**src/bhs_pkg.sv**
```systemverilog
// ----------------------------------------------------------------------------
// bhs_pkg
// Shared types and constants of the byte histogram sorter.
// ----------------------------------------------------------------------------
package bhs_pkg;

   localparam int COUNT_BITS_DEF = 32;
   localparam int SYMBOLS_DEF    = 256;
   localparam int SYM_W          = 8;
   localparam int OUT_CNT_W      = 32;
   localparam int DIST_W         = 9;

   localparam logic [1:0] FUNC_COUNT  = 2'd0;
   localparam logic [1:0] FUNC_FINISH = 2'd1;
   localparam logic [1:0] FUNC_READ   = 2'd2;
   localparam logic [1:0] FUNC_CLEAR  = 2'd3;

   typedef enum logic [2:0] {
      OP_HOLD,
      OP_COUNT,
      OP_SWAP,
      OP_ROTATE,
      OP_CLEAR
   } cell_op_type;

   typedef struct packed {
      cell_op_type      op;
      logic             phase;
      logic [SYM_W-1:0] byte_val;
   } cell_ctl_type;

endpackage

```
**src/bhs_cell.sv**
```systemverilog
// ----------------------------------------------------------------------------
// bhs_cell
// One slot of the sorting chain: holds a symbol and its counter, counts its
// own symbol, compare-exchanges with a neighbor, shifts along the ring or clears.
// ----------------------------------------------------------------------------
module bhs_cell #(
   parameter int COUNT_BITS = 32,
   parameter int SYMBOLS    = 256,
   parameter int INDEX      = 0
) (
   input  logic                       clock,
   input  logic                       reset,
   input  bhs_pkg::cell_ctl_type      ctl,
   input  logic [bhs_pkg::SYM_W-1:0]  left_sym,
   input  logic [COUNT_BITS-1:0]      left_cnt,
   input  logic [bhs_pkg::SYM_W-1:0]  right_sym,
   input  logic [COUNT_BITS-1:0]      right_cnt,
   output logic [bhs_pkg::SYM_W-1:0]  sym,
   output logic [COUNT_BITS-1:0]      cnt
);
   import bhs_pkg::*;

   localparam logic PAR   = (INDEX % 2) != 0;
   localparam logic HAS_R = (INDEX + 1) < SYMBOLS;
   localparam logic HAS_L = INDEX > 0;
   localparam logic [SYM_W-1:0] INIT_SYM = INDEX[SYM_W-1:0];

   logic [SYM_W-1:0]      sym_ff, sym_in;
   logic [COUNT_BITS-1:0] cnt_ff, cnt_in;
   logic                  right_first, self_first;

   // ordering: larger count first, ties by smaller symbol
   assign right_first = (right_cnt > cnt_ff) ||
                        ((right_cnt == cnt_ff) && (right_sym < sym_ff));
   assign self_first  = (cnt_ff > left_cnt) ||
                        ((cnt_ff == left_cnt) && (sym_ff < left_sym));

   always_comb begin
      sym_in = sym_ff;
      cnt_in = cnt_ff;
      unique case (ctl.op)
         OP_COUNT: begin
            if ((sym_ff == ctl.byte_val) && (cnt_ff != {COUNT_BITS{1'b1}})) begin
               cnt_in = cnt_ff + 1'b1;
            end
         end
         OP_SWAP: begin
            if ((ctl.phase == PAR) && HAS_R) begin
               if (right_first) begin
                  sym_in = right_sym;
                  cnt_in = right_cnt;
               end
            end else if ((ctl.phase != PAR) && HAS_L) begin
               if (self_first) begin
                  sym_in = left_sym;
                  cnt_in = left_cnt;
               end
            end
         end
         OP_ROTATE: begin
            sym_in = right_sym;
            cnt_in = right_cnt;
         end
         OP_CLEAR: begin
            sym_in = INIT_SYM;
            cnt_in = '0;
         end
         default: begin
         end
      endcase
   end

   always_ff @(posedge clock) begin
      if (reset) begin
         sym_ff <= INIT_SYM;
         cnt_ff <= '0;
      end else begin
         sym_ff <= sym_in;
         cnt_ff <= cnt_in;
      end
   end

   assign sym = sym_ff;
   assign cnt = cnt_ff;

endmodule

```
**config.mk**
```make
export PLATFORM = sky130hd
export DESIGN_NAME = bhs_cell
export DESIGN_NICKNAME = d
export VERILOG_FILES = /design/src/bhs_pkg.sv /design/src/bhs_cell.sv
export SDC_FILE = /design/constraint.sdc
export NUM_CORES = 1
export LEC_CHECK = 0
export BUFFER_PORTS_ARGS = -buffer_cell sky130_fd_sc_hd__buf_2
export CORE_MARGIN = 2
export CORE_UTILIZATION = 25
export CTS_CLUSTER_SIZE = 16
export DETAILED_ROUTE_END_ITERATION = 8
export GPL_TIMING_DRIVEN = 0
export HOLD_SLACK_MARGIN = 0.12
export MAX_ROUTING_LAYER = met4
export SLEW_MARGIN = 10
export SYNTH_ARGS = -nofsm -noshare
export SYNTH_HDL_FRONTEND = slang
export SYNTH_SLANG_ARGS = --single-unit
```
**constraint.sdc**
```tcl
create_clock -name clock -period 2.9 [get_ports clock]
set_input_delay 0.29 -clock clock [delete_from_list [all_inputs] [get_ports clock]]
set_output_delay 0.29 -clock clock [all_outputs]
set_load 0.05 [all_outputs]
```
==> metrics.sh <==
SYN2LAYOUT_AREA_GROWTH_PCT=32.51
DRT_ITER0_MARKERS=263
WIRELENGTH_MET1_UM=5832
MEAN_INSTANCE_SIZE_IN_THE_SYNTHESIZED_NETLIST_UM2=7.483
FINAL_SETUP_VIOLATION_COUNT=0
WORSTHOLDPATHTYPE='input pin to flip-flop'
POWER.LEAKAGE_nW=1.886
CLOCK-SINKS=40
SYNTH.CELLS.MOST_FREQUENT='sky130_fd_sc_hd__nand2_1, sky130_fd_sc_hd__inv_1, sky130_fd_sc_hd__nor2_1, sky130_fd_sc_hd__dfxtp_1, sky130_fd_sc_hd__ha_1'
PLACED_CELL_AREA_UM2=4194
FINAL-HOLD-VIOLATION-COUNT=0
ANTENNA_CELLS=0
TIMING.FINAL.CRIT_PERIOD_NS=2.848
HOLD_PATH_DEPTH=3
DRT_PASS1_ITERATIONS=4
SYNTHMOSTINSTANTIATEDCELL='sky130_fd_sc_hd__nand2_1'
FLOORPLAN.INITIALDENSITY_PCT=25.43
GRT-OVFL-TOTAL=0
WORST_SETUP_HOLD_PATH_CLK_SLEW_NS=0.06
FIRST_PASS_GRT_WIRE_LENGTH_UM=18750
CTS_ROOT_BUFFER='sky130_fd_sc_hd__clkbuf_16'
CRITICAL_PATH_ARRIVAL_NS=3.04
CTS_MAX_PATH_BUFFERS=2
COMBINED_AREA_OF_THE_MULTI_INPUT_LOGIC_CELLS_UM2=2537
WORSTSETUPENDPOINTTYPE='flip-flop'
FINALINSTANCEAREA_UM2=4641
NETLIST.TOP_CELL.BY_AREA='sky130_fd_sc_hd__dfxtp_1'
DRT_ANTENNA_NET_COUNT=0
FINAL_NET_COUNT=715
POWER_DENSITY_nW_PER_UM2=406.6
DRCVIOLATIONCOUNT=0
ASYNCSETRESETFLOPFRACSYNTH_PCT=0
DPL.HPWL_UM=9305
TRITONCTS.NUM_BUFFERS=5
NUMBER_OF_GLOBAL_ROUTE_VIAS_BEFORE_REPAIR=3588
RR_WORST_DEPTH=13
DIE_X_UM=122.4
CTS_TREE='built'
FINAL_CLOCK_PERIOD_UTILIZATION_BY_THE_WORST_PATH_PCT=98.21
SEQUENTIAL_SHARE_OF_THE_SYNTHESIZED_AREA_PCT=22.87
SYNTH.NET_COUNT=602
WIRE_PER_INST_UM=16.29
REQUIRED_NS=3.10
DETAIL_ROUTE.VIAS_PER_CELL=5.025
GP_CONGESTION=0.8369
WORSTMARGINPINSLEW_NS=0.7021
CRIT_PATH_KIND='flip-flop to flip-flop'
CLOCK_SKEW_NS=0.01019
RUN_STATUS='finished, final reports clean'
FILLERINSTANCES=1540
WL_MET2_UM=5720
AGGREGATE_GLOBAL_ROUTE_RESOURCE_USAGE_PCT=16.57
INSERTION_DELAY_TO_THE_LATER_SINK_OF_THE_WORST_SKEW_PAIR_NS=0.29
HIGHEST_LAYER='met4'
CORE_REGION_AREA_UM2=13770
SLEW_VIOLATIONS=0
FLOORPLAN.DIE_AREA_UM2=14970
VIA_COUNT=3829
POST_ROUTE_CELLS_DRIVE_ABOVE_1_SHARE_PCT=27.32
YS.WARNINGS.COUNT=0
SYNTHDISTINCTLIBCELLS=50
HTREE_DEPTH=2
INITIAL_ANTENNA_VIOLATION_COUNT=0
DOMINANTREGCELLSYNTH='sky130_fd_sc_hd__dfxtp_1'
VDD.IR_DROP.WORST_mV=0.1976
SYNTH.TOP_CELL.AREA_SHARE_PCT=22.87
SYNTH-EDFF-COUNT=0
REGISTER_AREA_UM2=820.8
SETUP_TNS_NS=0
LARGEST_NET_DEGREE_AT_THE_START_OF_GLOBAL_ROUTING=13
RELSLEWSLACK_PCT=53.02
SYNTH_AREA_LEADERS='sky130_fd_sc_hd__dfxtp_1, sky130_fd_sc_hd__ha_1, sky130_fd_sc_hd__a311oi_1'
ACHIEVABLE-FREQUENCY_GHz=0.3511
SYNTH.CELL_AREA_UM2=3502
DRV_CAP=0
TIMING.CRITICAL_PATH.FANOUT_MAX=5
FLOORPLAN.ROWS=43
PORTBUFFERS=93
DRT-TOTAL-WL_UM=12410
MET3_LENGTH_UM=728
POST_SYNTHESIS_CELL_COUNT=468
TOP_LEVEL_PORTS=134
DIE-HEIGHT_UM=122.4
POST_SYNTHESIS_SEQUENTIAL_ELEMENT_COUNT=40
CRITICAL_PATH.STARTPOINT_TYPE='flip-flop'
-- final cells by class --
type	instances	area share, %
buffer	22	2.804
clock buffer	6	2.777
clock inverter	2	0.7549
inverter	44	3.559
multi-input combinational	361	54.68
sequential	40	17.69
tap	180	4.853
timing repair buffer	107	12.89
-- worst max-delay path, stage by stage, from the launching register on --
cell	delay, ns
sky130_fd_sc_hd__dfxtp_4	0.38
sky130_fd_sc_hd__inv_2	0.05
sky130_fd_sc_hd__ha_4	0.26
sky130_fd_sc_hd__nand4_1	0.21
sky130_fd_sc_hd__nor4_4	0.45
sky130_fd_sc_hd__buf_4	0.18
sky130_fd_sc_hd__o311ai_2	0.09
sky130_fd_sc_hd__o211ai_1	0.17
sky130_fd_sc_hd__a211oi_4	0.10
sky130_fd_sc_hd__nor3_4	0.27
sky130_fd_sc_hd__buf_12	0.16
sky130_fd_sc_hd__buf_8	0.12
sky130_fd_sc_hd__a21oi_1	0.07
sky130_fd_sc_hd__a311oi_1	0.23
-- state kept, by name, summed over array words and instances, names as in the netlist --
register and count:
cnt 32, sym 8
-- layout by cell type (no fill, tap or decap), drive strengths merged, types with 2 or more instances in the layout --
master / synthesis / layout
and4: 2 / 2
and2: 2 / 2
o21ai: 39 / 39
clkbuf: 15 / 21
xnor2: 17 / 17
nor3: 15 / 15
nor3b: 2 / 2
a211oi: 5 / 5
a21o: 5 / 5
nand2b: 3 / 3
o31ai: 10 / 10
nor2: 41 / 41
a21oi: 23 / 23
or3: 2 / 2
ha: 40 / 40
a311oi: 24 / 24
nor4: 8 / 8
nand2: 53 / 53
dfxtp: 40 / 40
a32oi: 2 / 2
xor2: 9 / 9
inv: 44 / 44
a32o: 6 / 6
buf: 8 / 114
and3: 5 / 5
nand3: 21 / 21
nand4: 14 / 14
-- per-stage QoR --
stage / cells / hold slack (ns) / utilization (%) / worst slack [ns] / total power, mW
after detailed placement: 741 / 0.5119 / 30.45 / -0.5472 / 1.195
after floorplan: 468 / 0.4204 / - / 0.01572 / 1.020
after global routing: 762 / 0.2613 / 33.69 / -0.05427 / 1.979
after global placement: 741 / 0.5069 / 30.45 / -0.5848 / 1.193
final: 762 / 0.2302 / 33.69 / 0.05180 / 1.887
after CTS: 749 / 0.2355 / 31.96 / 0.004171 / 1.850
-- report_power, final --
group	switching, mW	total, mW	internal (mW)
sequential	0.0498	0.634	0.585
clock	0.243	0.649	0.406
combinational	0.388	0.604	0.215
-- path summary, 6_finish.rpt --
kind | startpoint | end | slack (ns)
max | cnt[31] | cnt[23] | 0.05
min | right_sym[0] | sym[0] | 0.23
max reg2reg | cnt[31] | cnt[23] | 0.05
min reg2reg | sym[2] | sym[2] | 0.52
-- per-layer routing --
metal  up-vias  global-route usage, %
met4         0                  4.885
met5         -                      -
li1       1932                      -
met3        11                  2.045
met1      1778                  22.25
met2       108                  26.08
-- cells by family (layout without fill, tap and decap cells) --
group / count (synthesis) / in the layout / synth area share [%]
flip-flops: 40 / 40 / 22.87
adder cells (fa/ha/maj): 40 / 40 / 14.29
XOR/XNOR: 26 / 26 / 6.502
AND/OR/NAND/NOR: 171 / 171 / 24.26
AO/OA/AOI/OAI: 124 / 124 / 24.08
buffers and inverters: 67 / 181 / 8.003
-- repair_timing --
item	CTS	global route
cloned	0	2
endpoints found under the setup margin	40	40
hold buffers	0	0
resized for setup	12	43
buffers inserted	0	12
pin swaps	3	16
hold endpoints to repair	0	0
Note: power is estimated with default switching activity, not from simulation.
